## src/rtl/swcrc_pkg.sv

```systemverilog
`default_nettype none

package swcrc_pkg;

  // field and register widths
  localparam int WIN_W     = 18;
  localparam int TIME_W    = 32;
  localparam int BYTE_W    = 8;
  localparam int INDEX_W   = 4;
  localparam int CHAN_W    = 4;
  localparam int STATUS_W  = 2;
  localparam int S_TDATA_W = 40;
  localparam int M_TDATA_W = 56;
  localparam int CFG_IDX_W = 1;

  // register indexes
  localparam logic [CFG_IDX_W-1:0] REG_SYNC_MASK    = 1'b0;
  localparam logic [CFG_IDX_W-1:0] REG_SYNC_PATTERN = 1'b1;

  // register reset values
  localparam logic [WIN_W-1:0] SYNC_MASK_RESET    = 18'h3FEFF;
  localparam logic [WIN_W-1:0] SYNC_PATTERN_RESET = 18'h3FAFD;

  // two implied ones above the window that complete byte 0
  localparam logic [1:0] FIX_BITS = 2'b11;

  localparam logic [7:0] CRC_POLY = 8'h31;

  // frame status codes
  localparam logic [STATUS_W-1:0] STAT_CRC_ERR  = 2'd0;
  localparam logic [STATUS_W-1:0] STAT_GOOD     = 2'd1;
  localparam logic [STATUS_W-1:0] STAT_VERIFIED = 2'd2;

  // per-frame result fields shared by every byte of the frame
  typedef struct packed {
    logic [TIME_W-1:0]   gap;
    logic [CHAN_W-1:0]   channel;
    logic [STATUS_W-1:0] status;
  } frame_info_t;

  // crc-8 over one byte, msb first, no reflection
  function automatic logic [7:0] crc_byte(logic [7:0] crc, logic [7:0] data);
    logic [7:0] c;
    c = crc ^ data;
    for (int i = 0; i < 8; i++) begin
      if (c[7]) begin
        c = (c << 1) ^ CRC_POLY;
      end else begin
        c = c << 1;
      end
    end
    return c;
  endfunction

endpackage

`default_nettype wire

```

## src/rtl/swcrc_deframer.sv

```systemverilog
`default_nettype none

module swcrc_deframer #(
  parameter int FRAME_BYTES = 11
) (
  input  wire logic                                 clk,
  input  wire logic                                 rst,
  input  wire logic                                 cfg_we,
  input  wire logic [swcrc_pkg::CFG_IDX_W-1:0]      cfg_index,
  input  wire logic [swcrc_pkg::WIN_W-1:0]          cfg_data,
  input  wire logic                                 in_valid,
  output logic                                      in_ready,
  input  wire logic                                 rx_bit,
  input  wire logic [swcrc_pkg::TIME_W-1:0]         time_ms,
  input  wire logic                                 out_busy,
  output logic                                      load,
  output logic [swcrc_pkg::BYTE_W-1:0]              frame_bytes [FRAME_BYTES],
  output swcrc_pkg::frame_info_t                    frame_info
);
  import swcrc_pkg::*;

  localparam int IDX_W = $clog2(FRAME_BYTES);
  localparam logic [IDX_W-1:0] LAST_IDX = IDX_W'(FRAME_BYTES - 1);

  logic [WIN_W-1:0]  sync_mask;
  logic [WIN_W-1:0]  sync_pattern;
  logic [WIN_W-1:0]  sync_window;
  logic              hunting;
  logic [IDX_W-1:0]  byte_count;
  logic [2:0]        bit_count;
  logic [7:0]        crc_reg;
  logic [BYTE_W-1:0] frame_store [FRAME_BYTES];
  logic              have_previous;
  logic [CHAN_W-1:0] previous_channel;
  logic [BYTE_W-1:0] previous_last_byte;
  logic [TIME_W-1:0] last_verified_time;

  logic              accept;
  logic [WIN_W-1:0]  window_shift;
  logic              sync_hit;
  logic [BYTE_W-1:0] byte_shift;
  logic              byte_done;
  logic              frame_end;
  logic [7:0]        crc_next;
  logic [CHAN_W-1:0] chan;
  logic              repeat_match;
  logic [STATUS_W-1:0] status;

  // stall only on the bit that would complete a frame while one is still going out
  assign in_ready  = !(!hunting && byte_count == LAST_IDX && bit_count == 3'd7 && out_busy);
  assign accept    = in_valid && in_ready;

  // sync search
  assign window_shift = {sync_window[WIN_W-2:0], rx_bit};
  assign sync_hit     = (window_shift & sync_mask) == sync_pattern;

  // byte collection and crc
  assign byte_shift = {frame_store[byte_count][BYTE_W-2:0], rx_bit};
  assign byte_done  = bit_count == 3'd7;
  assign frame_end  = byte_done && byte_count == LAST_IDX;
  assign crc_next   = crc_byte(crc_reg, byte_shift);

  // frame verdict
  assign chan         = frame_store[1][BYTE_W-1:BYTE_W-CHAN_W];
  assign repeat_match = have_previous && chan == previous_channel
                        && byte_shift == previous_last_byte;

  always_comb begin
    if (crc_next != 8'h00) begin
      status = STAT_CRC_ERR;
    end else if (repeat_match) begin
      status = STAT_VERIFIED;
    end else begin
      status = STAT_GOOD;
    end
  end

  assign load               = accept && !hunting && frame_end;
  assign frame_info.status  = status;
  assign frame_info.channel = chan;
  assign frame_info.gap     = (status == STAT_VERIFIED) ? time_ms - last_verified_time
                                                        : '0;

  // completed frame with the final byte merged in
  always_comb begin
    for (int k = 0; k < FRAME_BYTES; k++) begin
      frame_bytes[k] = (IDX_W'(k) == byte_count) ? byte_shift : frame_store[k];
    end
  end

  // control state and configuration
  always_ff @(posedge clk) begin
    if (rst) begin
      sync_mask          <= SYNC_MASK_RESET;
      sync_pattern       <= SYNC_PATTERN_RESET;
      sync_window        <= '0;
      hunting            <= 1'b1;
      byte_count         <= '0;
      bit_count          <= '0;
      crc_reg            <= '0;
      have_previous      <= 1'b0;
      previous_channel   <= '0;
      previous_last_byte <= '0;
      last_verified_time <= '0;
    end else begin
      if (cfg_we) begin
        unique case (cfg_index)
          REG_SYNC_MASK:    sync_mask    <= cfg_data;
          REG_SYNC_PATTERN: sync_pattern <= cfg_data;
        endcase
      end
      if (accept) begin
        if (hunting) begin
          if (sync_hit) begin
            sync_window <= '0;
            hunting     <= 1'b0;
            byte_count  <= IDX_W'(2);
            bit_count   <= 3'd4;
            crc_reg     <= crc_byte(8'h00, window_shift[11:4]);
          end else begin
            sync_window <= window_shift;
          end
        end else begin
          bit_count <= bit_count + 3'd1;
          if (byte_done) begin
            crc_reg <= crc_next;
            if (frame_end) begin
              byte_count <= '0;
            end else begin
              byte_count <= byte_count + IDX_W'(1);
            end
          end
          if (frame_end) begin
            hunting     <= 1'b1;
            sync_window <= '0;
            if (status == STAT_CRC_ERR) begin
              have_previous <= 1'b0;
            end else begin
              previous_channel   <= chan;
              previous_last_byte <= byte_shift;
              if (status == STAT_VERIFIED) begin
                last_verified_time <= time_ms;
                have_previous      <= 1'b0;
              end else begin
                have_previous <= 1'b1;
              end
            end
          end
        end
      end
    end
  end

  // frame byte store
  always_ff @(posedge clk) begin
    if (accept) begin
      if (hunting) begin
        if (sync_hit) begin
          frame_store[0] <= {FIX_BITS, window_shift[17:12]};
          frame_store[1] <= window_shift[11:4];
          frame_store[2] <= {4'h0, window_shift[3:0]};
        end
      end else begin
        frame_store[byte_count] <= byte_shift;
      end
    end
  end

endmodule

`default_nettype wire

```

## src/rtl/swcrc_emitter.sv

```systemverilog
`default_nettype none

module swcrc_emitter #(
  parameter int FRAME_BYTES = 11
) (
  input  wire logic                             clk,
  input  wire logic                             rst,
  input  wire logic                             load,
  input  wire logic [swcrc_pkg::BYTE_W-1:0]     frame_bytes [FRAME_BYTES],
  input  wire swcrc_pkg::frame_info_t           frame_info,
  output logic                                  m_tvalid,
  input  wire logic                             m_tready,
  output logic [swcrc_pkg::M_TDATA_W-1:0]       m_tdata,
  output logic                                  m_tlast
);
  import swcrc_pkg::*;

  localparam int IDX_W = $clog2(FRAME_BYTES);
  localparam logic [IDX_W-1:0] LAST_IDX = IDX_W'(FRAME_BYTES - 1);

  logic              busy;
  logic [IDX_W-1:0]  cnt;
  logic [BYTE_W-1:0] snap [FRAME_BYTES];
  frame_info_t       info;

  assign m_tvalid = busy;
  assign m_tlast  = cnt == LAST_IDX;
  assign m_tdata  = {6'b0, info.gap, info.channel, info.status, INDEX_W'(cnt), snap[cnt]};

  // byte sequencer
  always_ff @(posedge clk) begin
    if (rst) begin
      busy <= 1'b0;
      cnt  <= '0;
    end else if (load) begin
      busy <= 1'b1;
      cnt  <= '0;
    end else if (busy && m_tready) begin
      if (m_tlast) begin
        busy <= 1'b0;
      end else begin
        cnt <= cnt + IDX_W'(1);
      end
    end
  end

  // frame snapshot
  always_ff @(posedge clk) begin
    if (load) begin
      snap <= frame_bytes;
      info <= frame_info;
    end
  end

endmodule

`default_nettype wire

```

## src/rtl/sync_word_crc8_frame_receiver.sv

```systemverilog
// output: the first byte request of a frame is valid in the cycle after the bit
//   completing it is taken; bytes then go out one per cycle while m_tready is high
// throughput: one bit per cycle; the completing bit of a frame stalls only while
//   the previous frame's bytes are still being sent from the output snapshot
// reset: synchronous, clears the search and verify state and reloads the sync
//   mask and pattern defaults; there is no clearing pass
`default_nettype none

module sync_word_crc8_frame_receiver #(
  parameter int FRAME_BYTES = 11
) (
  input  wire logic                               clk,
  input  wire logic                               rst,
  input  wire logic                               cfg_we,
  input  wire logic [swcrc_pkg::CFG_IDX_W-1:0]    cfg_index,
  input  wire logic [swcrc_pkg::WIN_W-1:0]        cfg_data,
  input  wire logic                               s_tvalid,
  output logic                                    s_tready,
  // rx_bit [0], time_ms [32:1], zero fill
  input  wire logic [swcrc_pkg::S_TDATA_W-1:0]    s_tdata,
  output logic                                    m_tvalid,
  input  wire logic                               m_tready,
  // frame_byte [7:0], byte_index [11:8], frame_status [13:12],
  // channel_code [17:14], verified_gap_ms [49:18], zero fill
  output logic [swcrc_pkg::M_TDATA_W-1:0]         m_tdata,
  output logic                                    m_tlast
);
  import swcrc_pkg::*;

  logic        load;
  logic [BYTE_W-1:0] frame_bytes [FRAME_BYTES];
  frame_info_t frame_info;

  // sync search, collection, crc and verdict
  swcrc_deframer #(
    .FRAME_BYTES(FRAME_BYTES)
  ) u_deframer (
    .clk        (clk),
    .rst        (rst),
    .cfg_we     (cfg_we),
    .cfg_index  (cfg_index),
    .cfg_data   (cfg_data),
    .in_valid   (s_tvalid),
    .in_ready   (s_tready),
    .rx_bit     (s_tdata[0]),
    .time_ms    (s_tdata[TIME_W:1]),
    .out_busy   (m_tvalid),
    .load       (load),
    .frame_bytes(frame_bytes),
    .frame_info (frame_info)
  );

  // per-byte result stream
  swcrc_emitter #(
    .FRAME_BYTES(FRAME_BYTES)
  ) u_emitter (
    .clk        (clk),
    .rst        (rst),
    .load       (load),
    .frame_bytes(frame_bytes),
    .frame_info (frame_info),
    .m_tvalid   (m_tvalid),
    .m_tready   (m_tready),
    .m_tdata    (m_tdata),
    .m_tlast    (m_tlast)
  );

endmodule

`default_nettype wire

```

## config.mk

```make
export PLATFORM = sky130hd
export DESIGN_NAME = sync_word_crc8_frame_receiver
export DESIGN_NICKNAME = d
export VERILOG_FILES = /design/src/rtl/swcrc_pkg.sv /design/src/rtl/swcrc_deframer.sv /design/src/rtl/swcrc_emitter.sv /design/src/rtl/sync_word_crc8_frame_receiver.sv
export SDC_FILE = /design/constraint.sdc
export NUM_CORES = 1
export LEC_CHECK = 0
export BUFFER_PORTS_ARGS = -buffer_cell sky130_fd_sc_hd__buf_2
export CELL_PAD_IN_SITES_DETAIL_PLACEMENT = 1
export CELL_PAD_IN_SITES_GLOBAL_PLACEMENT = 2
export CORE_MARGIN = 1.5
export CORE_UTILIZATION = 40
export DETAILED_ROUTE_END_ITERATION = 6
export PLACE_DENSITY_LB_ADDON = 0.1
export SYNTH_ARGS = -nofsm -noshare
export SYNTH_HDL_FRONTEND = slang
export SYNTH_SLANG_ARGS = --single-unit
```

## constraint.sdc

```tcl
create_clock -name clk -period 6.2 [get_ports clk]
set_input_delay 0 -clock clk [delete_from_list [all_inputs] [get_ports clk]]
set_output_delay 0 -clock clk [all_outputs]
set_load 0.005 [all_outputs]
```

# Yosys cells after proc, flatten, opt, wreduce, memory -nomap -nowiden
# Memory sizes are Yosys's and may differ from the RTL's. A register that Yosys moved wholly into a read port is not among the register bits.
# Cells that the tools add are included.
dict set report totals {
  mem_count 1
  input_bits 64
  word_cells 167
  ram_bits 88
  register_bits 165
}
dict set report classes {
  bitwise_logic 23
  eq_ne 9
  n_lt_le_gt_ge 1
  n_mux 82
  n_reduce_logical 30
  n_addsub 4
}
# memory words word_bits rd rd_ports_with_merged_regs wr line
set mem_list {}
lappend mem_list {u_deframer.frame_store 11 8 12 11 3 swcrc_deframer.sv:32} ;# logic [BYTE_W-1:0] frame_store [FRAME_BYTES];
# operator count
set op_table {}
lappend op_table {{two-way mux 8 bit} 35}
lappend op_table {{two-way mux 6 bit} 16}
lappend op_table {{two-way mux 17 bit} 3}
lappend op_table {{NOT 3 bit} 16}
lappend op_table {{binary-select mux 8 bit (select 4 bit)} 1}
lappend op_table {{subtractor 32 bit} 1}
lappend op_table {{two-way mux 4 bit} 7}
lappend op_table {{bitwise AND 18 bit} 1}
lappend op_table {{equality test 18 bit} 1}
lappend op_table {{two-way mux 1 bit} 16}
lappend op_table {{AND reduction 2 bit} 6}
lappend op_table {{logical AND 1 bit} 10}
lappend op_table {{adder 4 x 1 -> 4 bit (second input constant)} 2}
lappend op_table {{equality test 4 bit (second input constant)} 2}
lappend op_table {{equality test 8 bit} 1}
lappend op_table {{nonzero test 2 bit} 4}
lappend op_table {{nonzero test 8 bit} 1}
lappend op_table {{OR reduction 8 bit} 1}
lappend op_table {{bitwise XOR 8 bit} 1}
lappend op_table {{two-way mux 3 bit} 2}
lappend op_table {{AND reduction 3 bit} 2}
lappend op_table {{>= comparator 5 bit (second input constant)} 1}
lappend op_table {{NOT 4 -> 5 bit} 1}
lappend op_table {{AND reduction 5 bit} 1}
lappend op_table {{12 further kinds} 17}

# Logic depth before layout (Yosys ltp)
# Gate-level depths: netlist (run 1).
dict set report logic_depth {
  ltp_word 48
  mapped_depth 12
  mapped_depth_nobuf 12
}

# Hierarchy
# From an unflattened synthesis (run 1), not the netlist that was laid out.
dict set report unflattened {
  hier_cells 1623
  hier_area_um2 18388.9
}
# module area_each_um2 n_inst cells_per_inst
set by_module_without_submodules {}
lappend by_module_without_submodules {swcrc_deframer 13546.7 1 1382}
lappend by_module_without_submodules {swcrc_emitter 4842.1 1 241}

# Worst setup path before layout (run 1)
# OpenSTA, ideal clock, no wires.
dict set report synth_path {
  kind {flip-flop to flip-flop}
  from {register u_deframer.bit_count[0]}
  to {register u_emitter.info, in the netlist u_emitter.m_tdata[12], enable pin}
  stages_incl_launch_ff 9
  setup_slack_ps 1309
  required_time_ps 5718
  t_arrival_ps 4408
  period_less_slack_ps 4891
  n_path_buf 0
  path_cell_list {dfxtp_1 -> ha_1 -> ha_1 -> and4b_1 -> a21oi_1 -> nand2_1 -> nor3b_1 -> nand3_1 -> inv_1}
}
dict set report synth_between {
  elab_chain_cells 7
  elab_cells_between_ends 8
}
# item line
set synth_lines {}
lappend synth_lines {{from (decl)} swcrc_deframer.sv:30} ;# logic [2:0] bit_count;
lappend synth_lines {{from (signal assigned)} swcrc_deframer.sv:124} ;# bit_count <= bit_count + 3'd1;
lappend synth_lines {{equality test 3 bit *} {swcrc_deframer.sv:50, swcrc_deframer.sv:59}}
lappend synth_lines {{logical AND 1 bit (2 in series)} swcrc_deframer.sv:50} ;# assign in_ready = !(!hunting && byte_count == LAST_IDX && bit_count == 3'd7 && out_busy);
lappend synth_lines {{logical NOT 1 bit} swcrc_deframer.sv:50}
lappend synth_lines {{logical AND 1 bit} swcrc_deframer.sv:51} ;# assign accept = in_valid && in_ready;
lappend synth_lines {{logical AND 1 bit} swcrc_deframer.sv:78} ;# assign load = accept && !hunting && frame_end;
lappend synth_lines {{logical AND 1 bit *} swcrc_deframer.sv:78}
lappend synth_lines {{via load} sync_word_crc8_frame_receiver.sv:30} ;# logic load;
lappend synth_lines {{to (signal assigned)} swcrc_emitter.sv:51} ;# info <= frame_info;
lappend synth_lines {{to (decl)} swcrc_emitter.sv:24} ;# frame_info_t info;
# The timed path passes the listed nets; every way through them passes the cells marked *.
# A chain may end at the register's enable or synchronous reset.

==> qor.yml, run 1 <==
maxCapViolCount: 0
routed_wl_um: 49400
antenna_cells: 0
setup_viol: 0
worst_clock_skew_ns: 0.0235
drt-initial-drc-count: 783
place_congestion: 0.788
insertion_delay_ns: 0.58
drc: 0
fillCellCount: 4647
end_kind: "flip-flop"
min_period_ns: 5.05
status: "finished clean"
grt_use_total: 0.221
placementRows: 77
ys_seq_elements: 372
cts_buffers: 44
clockRootBuffer: "clkbuf_16"
syn_to_final_growth_pct: 18.8
async_flop_share: 0
post-place-ws_ns: 1.26
holdBufCountCts: 87
synthesis.area_mm2: 0.0178
ir_worst_vdd_mv: 0.177
synthCells: 1456
fin_crit_sh: 0.814
htreeDepth: 2
hp-class: "in2reg"
grt_start_max_net_pins: 95
cp.arrival_ns: 5.51
dp_hpwl_um: 32300
slew_headroom: 0.181
multi_input_area_mm2: 0.00722
regMostFlops: "u_deframer.frame_store"
power_mw: 5.46
post_cts_buffers: 0
clk_pin_slew_ns: 0.06
ys_seq_area_frac: 0.559
yosysWarnings: 0
cp_max_fo: 27
worst_setup_path_start_kind: "flip-flop"
vias_per_cell: 5.32
drive_above_1_share: 0.189
tightest_slew_ns: 1.22
timing.final.ws_setup_ns: 1.15
power_density_mw_per_mm2: 258
vias: 12000
start_util: 0.404
rsz0062_at_grt: "no"
die_x_um: 214
slew_viol_final: 0
syn_avg_cell_area_um2: 12.2
wl_per_cell_um: 21.9
portBuffers: 109
ios: 123
grt_antenna_before_repair: 0
clkSinkCount: 372
required_ns: 6.67
p_leak_nw: 7.61
hold_violations: 0
r2r_setup_slack_ns: 1.15
fp.dieH_um: 214
ys.flop_type: "edfxtp_1"
cts_resized: 0
drtAntennaViolNets: 0
max_freq_mhz: 198
yosys.cell_types.count: 67
tns_ns: 0
synth_edf_count: 249
cts_tree: "built"
grt_pass1_wl_um: 74700
grt_pass1_vias: 12400
clockBufferDepth: 3
drtPass1Iterations: 5
fin_nets: 1738
critical_path_class: "reg2reg"
fp.coreArea_mm2: 0.0440
grt_overflow: 0
largest_register_ffs: 123
die_area_mm2: 0.0457
regArea_mm2: 0.00994
fin_util: 0.480
final cells by class:
type                    count  area share
clock buffers              56      0.0563
repair buffers            223      0.0768
well taps                 592      0.0351
inverters                  53     0.00965
multi-input cells         940       0.342
clock inverters            25     0.00989
flip-flops and latches    372       0.471
cells in the mapped netlist (all sizes together), types with 36 or more instances:
master / instances / share of area
a211o: 36 / 0.018
a21oi: 60 / 0.017
clkbuf: 72 / 0.015
dfxtp: 123 / 0.14
edfxtp: 249 / 0.42
ha: 39 / 0.027
inv: 52 / 0.011
mux2: 57 / 0.036
mux2i: 84 / 0.050
mux4: 44 / 0.056
nand2: 123 / 0.026
nor2: 116 / 0.025
o21ai: 47 / 0.013
xnor2: 38 / 0.020
xor2: 41 / 0.020
stage by stage:
| step | std cells | hold slack [ns] | instance area [µm²] |
|---|---|---|---|
| final | 2261 | 0.0740 | 21100 |
| after global routing | 2261 | 0.0935 | 21100 |
| after CTS | 2261 | 0.0594 | 21100 |
| after detailed placement | 2093 | 0.219 | 18900 |
| after global placement | 2093 | 0.211 | 18900 |
| after floorplan | 1461 | 0.0989 | 17800 |
layer usage:
metal,GRT usage,share of wire,vias up
li1,-,-,5667
met1,0.306,0.46,6061
met2,0.362,0.48,230
met3,0.0284,0.046,61
met4,0.0627,0.019,0
met5,0,0,-
cells in the final DEF (no fill, tap or decap), drive strengths merged, types with 5 or more instances in the layout:
master / count
a211o: 36
a211oi: 9
a21o: 34
a21oi: 60
and2: 14
and3: 28
buf: 136
clkbuf: 56
clkinv: 20
conb: 6
dfxtp: 123
dlygate4sd3: 87
edfxtp: 249
ha: 39
inv: 52
mux2: 57
mux2i: 84
mux4: 44
nand2: 123
nand2b: 10
nand3: 32
nand4: 6
nor2: 116
nor2b: 23
nor3: 15
nor4: 8
o21a: 14
o21ai: 47
o22ai: 8
o31ai: 5
xnor2: 38
xor2: 41
report_power, final:
group          total, mW  switching (mW)  leakage [nW]  internal, mW
clock               2.54            1.06         0.673          1.48
combinational      0.267           0.150          3.76         0.118
sequential          2.65          0.0141          3.18          2.64
critical path, cell delays in order, from the launching register on:
cell and delay [ns]:
dfxtp_2 0.74, buf_4 0.31, mux4_2 0.51, mux2i_1 0.26, mux2i_2 0.17, buf_4 0.29
xor2_1 0.17, nor4_1 0.54, nand2_1 0.21, nor4_4 0.34, buf_4 0.48, mux2i_1 0.25
nor2_1 0.06, dlygate4sd3_1 0.59
final timing paths:
kind | from | to | cells past startpoint
hold reg to reg | u_deframer.have_previous$_SDFFE_PP0P_ | u_deframer.have_previous$_SDFFE_PP0P_ | 2
hold / removal | s_tdata[0] | u_deframer.frame_store[8][0]$_DFFE_PP_ | 1
setup reg to reg | flip-flop | u_deframer.last_verified_time[12]$_SDFFE_PP0P_ | 13
setup / recovery | flip-flop | u_deframer.last_verified_time[12]$_SDFFE_PP0P_ | 13
cells by family (layout without fill, tap and decap cells):
logic type	count (synthesis)	in the layout	share of synthesized area
muxes	185	185	0.141
DFF	372	372	0.559
and+or+nand+nor	389	389	0.102
xor gates and xnor gates	82	82	0.0438
other	1	6	0.000211
AOI/OAI and AO/OA	238	238	0.0884
adders and majority gates	40	40	0.0286
buffers and inverters	149	357	0.0367
No activity file was read; power rests on OpenSTA's default activity.
==> run 2: changes to the inputs <==
--- a/config.mk
+++ b/config.mk
@@ -5,11 +5,12 @@
 export SDC_FILE = /design/constraint.sdc
 export NUM_CORES = 1
 export LEC_CHECK = 0
+export ABC_AREA = 1
 export BUFFER_PORTS_ARGS = -buffer_cell sky130_fd_sc_hd__buf_2
 export CELL_PAD_IN_SITES_DETAIL_PLACEMENT = 1
 export CELL_PAD_IN_SITES_GLOBAL_PLACEMENT = 2
 export CORE_MARGIN = 1.5
-export CORE_UTILIZATION = 40
+export CORE_UTILIZATION = 38
 export DETAILED_ROUTE_END_ITERATION = 6
 export PLACE_DENSITY_LB_ADDON = 0.1
 export SYNTH_ARGS = -nofsm -noshare
==> constraint.sdc (replaced) <==
create_clock -name clk -period 5.25 [get_ports clk]
set_input_delay 0 -clock clk [delete_from_list [all_inputs] [get_ports clk]]
set_output_delay 0 -clock clk [all_outputs]
set_load 0.005 [all_outputs]
==> run 2 against run 1 <==
- utilization fell by 3.3 points
- non-clock buffer count fell by 23
- sequential power rose by 20%
- largest cell class unchanged
- largest power group unchanged
==> qor.yml, run 2 <==
synth_area_leaders: "edfxtp_1, dfxtp_1, nand2_1"
status: "finished clean"
vias_per_cell: 5.16  # -2.8%
drtAntennaViolNets: 0  # unchanged
grt_pass1_wl_um: 89300  # +20%
ios: 123  # unchanged
tns_ns: 0  # unchanged
synthCells: 2188  # +50%
drc: 0  # unchanged
async_flop_share: 0  # unchanged
crit_cells: 19  # +6
drt-initial-drc-count: 933  # +19%
drtPass1Iterations: 5  # unchanged
tightest_slew_ns: 1.18  # -0.0391 ns
fp.dieH_um: 225  # +5.0%
clkSinkCount: 372  # unchanged
power_density_mw_per_mm2: 313  # +21%
htreeDepth: 2  # unchanged
worst_clock_skew_ns: 0.0191  # -0.00447 ns
required_ns: 5.74  # -0.93 ns
hold_violations: 0  # unchanged
ys_seq_area_frac: 0.533  # -0.0261
p_leak_nw: 8.65  # +14%
rr_worst_depth: 19  # +6
cp.arrival_ns: 4.16  # -1.35 ns
yosysWarnings: 0  # unchanged
grt_antenna_before_repair: 1  # +1
largest_register_ffs: 123  # unchanged
synth_edf_count: 249  # unchanged
synthesis.area_mm2: 0.0187  # +4.9%
vias: 15400  # +28%
final_common_cell: "nand2_1"
antenna_cells: 0  # unchanged
switchingPower_mw: 1.67  # +37%
max_freq_mhz: 272  # +37%
synth_most_common_cell: "nand2_1"
synth_area_leader_cell: "edfxtp_1"
critical_path_class: "reg2reg"
synth_top_area_share: 0.401  # -0.0196
setup_viol: 0  # unchanged
slew_viol_final: 0  # unchanged
cp_max_fo: 33  # +22%
wl_per_cell_um: 19.3  # -12%
mostFrequentLayoutCells: "nand2_1, edfxtp_1, inv_1, nor2_1, o21ai_0"
grt_pass1_vias: 15700  # +27%
ys.flop_type: "edfxtp_1"
clockBufferDepth: 3  # unchanged
worst_setup_path_start_kind: "flip-flop"
worst-path-buf-inv: 4  # unchanged
syn_to_final_growth_pct: 16.5
power_mw: 6.80  # +25%
place_congestion: 0.820  # +4.0%
syn_avg_cell_area_um2: 8.53  # -30%
hold_depth: 4  # +3
cts_tree: "built"
maxCapViolCount: 0  # unchanged
clock_power_share: 0.442  # -0.023
post_cts_buffers: 0  # unchanged
portBuffers: 109  # unchanged
ys_top_cells_by_count: "nand2_1, edfxtp_1, inv_1, nor2_1, o21ai_0"
fin_crit_sh: 0.699  # -0.115
end_kind: "flip-flop"
routed_wl_um: 57700  # +17%
crit_chain: "inv_2, buf_4, o211ai_1, nand3_1, nand3_1, nand2_2, nand2_1, nand2_1, nand2_1, nand2_1, nand2_1, nand2_1, inv_1, nand2_1, nand2_2, nor2_8, buf_4, o21ai_0, a21oi_1"
die_x_um: 225  # +5.0%
slew_headroom: 0.213  # +0.0315
hp-class: "in2reg"
die_area_mm2: 0.0504  # +10%
swShare: 0.246  # +0.0227
fin_nets: 2436  # +40%
slowest_delay_ns: 0.43  # -0.31 ns
start_util: 0.383  # -0.0205
crit_slowest_cell: "inv_2"
insertion_delay_ns: 0.58  # about the same
power_frac_comb: 0.088  # +0.039
grt_overflow: 0  # unchanged
cts_buffers: 44  # unchanged
clk_pin_slew_ns: 0.06  # about the same
worst_path_most_repeated_cell: "nand2_1"
grt_start_max_net_pins: 104  # +9.5%
yosys.cell_types.count: 50  # -25%
fp.coreArea_mm2: 0.0486  # +10%
ys_seq_elements: 372  # unchanged
dp_hpwl_um: 38500  # +19%
drive_above_1_share: 0.106  # -0.0829
min_period_ns: 3.67  # -1.38 ns
grt_use_total: 0.230  # +0.00927
clockRootBuffer: "clkbuf_16"
ir_worst_vdd_mv: 0.182  # +2.9%
rsz0062_at_grt: "no"
power.internal_mw: 5.12  # +21%
placementRows: 81  # +5.2%
critical_path.top_delay_family: "simple AND/OR/NAND/NOR gates"
regMostFlops: "u_deframer.frame_store"
seqPwrFrac: 0.469  # -0.017
[run 2: cell types whose count changed after synthesis, sizes merged, moves of 27 or more]
cell / previous run / this run
and3: 28 / 1
nand2: 123 / 531
inv: 52 / 258
mux4: 44 / 0
mux2i: 84 / 0
a21oi: 60 / 90
mux2: 57 / 2
nor2: 116 / 233
nand3: 32 / 152
nand4: 6 / 56
a21o: 34 / 5
o21ai: 47 / 175
a211o: 36 / 0
[run 2: path summary, 6_finish.rpt]
| path | from | to | slack, ns |
|---|---|---|---|
| setup / recovery | flip-flop | u_deframer.have_previous$_SDFFE_PP0P_ | 1.58 |
| hold / removal | m_tready | u_emitter.m_tvalid$_SDFFE_PP0P_ | 0.13 |
| setup reg to reg | flip-flop | u_deframer.have_previous$_SDFFE_PP0P_ | 1.58 |
| hold reg to reg | u_deframer.sync_mask[6]$_SDFFE_PP1P_ | u_deframer.sync_mask[6]$_SDFFE_PP1P_ | 0.46 |
[run 2: metal layers]
metal | GRT usage | vias up | share of wire
met2 | 0.385 | 270 | 0.47
met5 | 0 | - | 0
met3 | 0.0300 | 70 | 0.036
met4 | 0.0550 | 0 | 0.020
met1 | 0.315 | 7544 | 0.47
li1 | - | 7533 | -
[run 2: area by class of cell]
cell class	count	area (µm²)
Inverter	263	993
Sequential cell	372	9940
Clock buffer	65	1230
Fill cell	5742	26900
Tap cell	622	778
Timing Repair Buffer	200	1410
Clock inverter	12	141
Multi-Input combinational cell	1451	7250
[run 2: kinds of logic (layout without fill, tap and decap cells)]
| logic type | after synthesis | count (layout) | share of synthesized area |
|---|---|---|---|
| AND/OR/NAND/NOR | 1007 | 1007 | 0.229 |
| flip-flops | 372 | 372 | 0.533 |
| buffers and inverters | 370 | 540 | 0.0805 |
| AO/OA/AOI/OAI | 339 | 339 | 0.102 |
| XOR/XNOR | 57 | 57 | 0.0272 |
| adder cells (fa/ha/maj) | 40 | 40 | 0.0272 |
| multiplexers | 2 | 2 | 0.00121 |
| other | 1 | 6 | 0.000201 |
[run 2: worst register-to-register path, stage by stage (launching register included)]
cell and delay, ns:
dfxtp_1 0.32, inv_2 0.43, buf_4 0.30, o211ai_1 0.14, nand3_1 0.11, nand3_1 0.18, nand2_2 0.26, nand2_1 0.08
nand2_1 0.13, nand2_1 0.09, nand2_1 0.08, nand2_1 0.05, nand2_1 0.11, inv_1 0.05, nand2_1 0.07, nand2_2 0.10
nor2_8 0.20, buf_4 0.41, o21ai_0 0.29, a21oi_1 0.19
[run 2: repair_timing]
| item | 4_1_cts | 5_1_grt |
|---|---|---|
| hold buffers | 56 | 0 |
| gates resized for setup | 0 | 0 |
| hold endpoints to repair | 102 | 0 |
[run 2: power by group through the flow]
stage                     sequential (mW)  clock (mW)  combinational, mW
after floorplan                      3.23           0              0.394
after global placement               3.25           0              0.556
after detailed placement             3.25           0              0.568
after CTS                            3.19        3.08              0.605
after global routing                 3.20        3.16              0.676
final                                3.19        3.01              0.600
[run 2: through the flow]
stage	cells	utilization	cell area, µm²	hold slack (ns)	worst slack (ns)
3_5_place_dp	2852	0.407	19800	0.223	1.53
5_1_grt	2985	0.447	21700	0.144	1.23
2_1_floorplan	2193	-	18700	0.0989	1.72
4_1_cts	2985	0.447	21700	0.0680	1.50
3_3_place_gp	2852	0.407	19800	0.214	1.55
6_report	2985	0.447	21700	0.126	1.58
==> run 3: changes to the inputs <==
--- a/config.mk
+++ b/config.mk
@@ -10,7 +10,7 @@
 export CELL_PAD_IN_SITES_DETAIL_PLACEMENT = 1
 export CELL_PAD_IN_SITES_GLOBAL_PLACEMENT = 2
 export CORE_MARGIN = 1.5
-export CORE_UTILIZATION = 38
+export CORE_UTILIZATION = 34
 export DETAILED_ROUTE_END_ITERATION = 6
 export PLACE_DENSITY_LB_ADDON = 0.1
 export SYNTH_ARGS = -nofsm -noshare
==> constraint.sdc (replaced) <==
create_clock -name clk -period 3 [get_ports clk]
set_input_delay 0 -clock clk [delete_from_list [all_inputs] [get_ports clk]]
set_output_delay 0 -clock clk [all_outputs]
set_load 0.005 [all_outputs]
==> run 3 against run 2 <==
- clock power increased by 76%
- maximum frequency increased by 23%
- clock-buffer cell count unchanged
- critical endpoint is now u_deframer.last_verified_time[24]$_SDFFE_PP0P_
- critical path type unchanged
- sequential share of layout area decreased by 3.7 points
- register-to-register slack got worse by 1.6 ns
- non-clock buffer count increased by 115
- largest cell class unchanged
- worst setup slack got worse by 1.6 ns
- flip-flop and latch count unchanged
- combinational power increased by 120%
- via count increased by 2.5%
- total power increased by 79%
- design area increased by 8.9%
==> qor.yml, run 3 (same netlist as run 2, synthesis figures left out) <==
placementRows: 85  # +4.9%
cts_buffers: 45  # +2.3%
syn_to_final_growth_pct: 26.9
required_ns: 3.50  # -2.24 ns
hp-class: "in2reg"
drtAntennaViolNets: 0  # unchanged
dp_hpwl_um: 42000  # +9.1%
final_common_cell: "nand2_1"
wl_met3_um: 1910  # -9.0%
routed_wl_um: 61800  # +7.1%
clk_pin_slew_ns: 0.06  # about the same
multi_input_area_mm2: 0.00766  # +5.7%
drt-initial-drc-count: 853  # -8.6%
vias_per_cell: 4.97  # -3.8%
worst_setup_path_start_kind: "flip-flop"
grt_overflow: 0  # unchanged
cp.arrival_ns: 3.48  # -0.68 ns
vias: 15800  # +2.5%
fin_crit_sh: 0.993  # +0.293
end_kind: "flip-flop"
die_x_um: 237  # +5.6%
ir_worst_vdd_mv: 0.350  # +92%
ios: 123  # unchanged
grt_start_max_net_pins: 76  # -27%
grt_pass1_wl_um: 92400  # +3.4%
stdcell_area_mm2: 0.0237  # +8.9%
insertion_delay_ns: 0.58  # about the same
rsz0062_at_grt: "yes"
clkSinkCount: 372  # unchanged
mostFrequentLayoutCells: "nand2_1, edfxtp_1, inv_1, nor2_1, o21ai_0"
htreeDepth: 2  # unchanged
grt_pass1_vias: 16100  # +2.2%
highest-signal-layer: "met4"
status: "finished clean"
setup_viol: 0  # unchanged
drtPass1Iterations: 4  # -1
largest_register_ffs: 123  # unchanged
place_congestion: 0.826  # +0.72%
cp_max_fo: 6  # -82%
grt_use_total: 0.211  # -0.0186
met2WireLength_um: 28900  # +6.5%
portBuffers: 109  # unchanged
wl_per_cell_um: 19.4  # +0.55%
start_util: 0.345  # -0.0382
power_mw: 12.2  # +79%
maxCapViolCount: 0  # unchanged
fp.dieH_um: 237  # +5.6%
drt-met1-wl_um: 29500  # +8.2%
antenna_cells: 0  # unchanged
clockBufferDepth: 3  # unchanged
fin_util: 0.438  # -0.00879
regArea_mm2: 0.00995  # about the same
drc: 0  # unchanged
slew_headroom: 0.473  # +0.260
critical_path_class: "reg2reg"
instances_no_fill: 3179  # +6.5%
grt_antenna_before_repair: 3  # +2
min_period_ns: 2.98  # -0.694 ns
tightest_slew_ns: 0.790  # -0.389 ns
fin_nets: 2552  # +4.8%
max_freq_mhz: 336  # +23%
place_area_mm2: 0.0207  # +4.7%
cts_tree: "built"
drive_above_1_share: 0.180  # +0.0742
p_leak_nw: 9.53  # +10%
die_area_mm2: 0.0563  # +12%
slew_viol_final: 0  # unchanged
power_density_mw_per_mm2: 515  # +65%
place_inst: 3008  # +5.5%
hold_violations: 0  # unchanged
fillCellCount: 6297  # +9.7%
fp.coreArea_mm2: 0.0540  # +11%
worst_clock_skew_ns: 0.0268  # +0.00771 ns
clockRootBuffer: "clkbuf_16"
regMostFlops: "u_deframer.frame_store"
run 3: cell types whose count changed in the layout (fill, tap and decap cells not counted), moves of 9 or more:
| cell | previous run | this run |
|---|---|---|
| nand3_1 | 147 | 117 |
| buf_4 | 32 | 98 |
| nand2_2 | 9 | 33 |
| nand2_1 | 522 | 494 |
| buf_12 | 3 | 27 |
| o21ai_0 | 167 | 158 |
| nand3_2 | 4 | 28 |
run 3: final timing paths:
| check | slack [ns] | start | depth (start not counted) | endpoint |
|---|---|---|---|---|
| worst max-delay path | 0.02 | flip-flop | 22 | u_deframer.last_verified_time[24]$_SDFFE_PP0P_ |
| worst min register to register | 0.46 | u_deframer.sync_mask[0]$_SDFFE_PP1P_ | 2 | u_deframer.sync_mask[0]$_SDFFE_PP1P_ |
| worst max register to register | 0.02 | flip-flop | 22 | u_deframer.last_verified_time[24]$_SDFFE_PP0P_ |
| worst min-delay path | 0.07 | m_tready | 4 | u_emitter.m_tvalid$_SDFFE_PP0P_ |
run 3: stage by stage:
| stage | hold slack (ns) | setup TNS (ns) | setup WS, ns |
|---|---|---|---|
| after CTS | 0.0366 | 0 | 0.0372 |
| after global routing | 0.0961 | -5.03 | -0.136 |
| after floorplan | 0.0989 | 0 | 0.230 |
| after global placement | 0.209 | -0.0165 | -0.00249 |
| final | 0.0737 | 0 | 0.0218 |
| after detailed placement | 0.222 | -0.324 | -0.0415 |
run 3: layer usage:
layer,vias to the layer above,GRT usage
met4,0,0.0558
met3,78,0.0268
met1,7696,0.290
met5,-,0
li1,7787,-
met2,238,0.351
run 3: report_power, final:
group / switching (mW) / leakage [nW] / internal (mW)
clock: 2.22 / 0.702 / 3.09
sequential: 0.0518 / 3.20 / 5.52
combinational: 0.791 / 5.63 / 0.510
total: 3.07 / 9.53 / 9.11
run 3: timing repair:
item	in CTS	in global routing
hold buffers	64	0
hold endpoints to repair	98	0
endpoints found under the setup margin	20	111
pin swaps	0	55
gates cloned	0	13
setup buffers	0	13
resized for setup	3	134
run 3: cell type report:
| class | instances | area share |
|---|---|---|
| flip-flops and latches | 372 | 0.420 |
| multi-input cells | 1451 | 0.324 |
| repair buffers | 315 | 0.117 |
| clock buffers | 65 | 0.0550 |
| inverters | 263 | 0.0426 |
| well taps | 696 | 0.0368 |
| clock inverters | 17 | 0.00465 |
run 3: critical path: stages, from the launching register on:
cell and delay [ns]:
dfxtp_4 0.43, buf_12 0.16, clkbuf_16 0.16, nand2_1 0.07
nand3_1 0.10, nand3_2 0.12, nand3_4 0.11, nand2_2 0.08
nand2_1 0.08, nand2_2 0.10, nand2_2 0.10, nand3_2 0.10
nor2_2 0.13, nand2_2 0.07, nor2_4 0.12, nand3_4 0.10
nor2_8 0.16, buf_12 0.13, nand3_4 0.16, clkbuf_16 0.22
nand2_2 0.05, inv_1 0.04, nor2_1 0.10
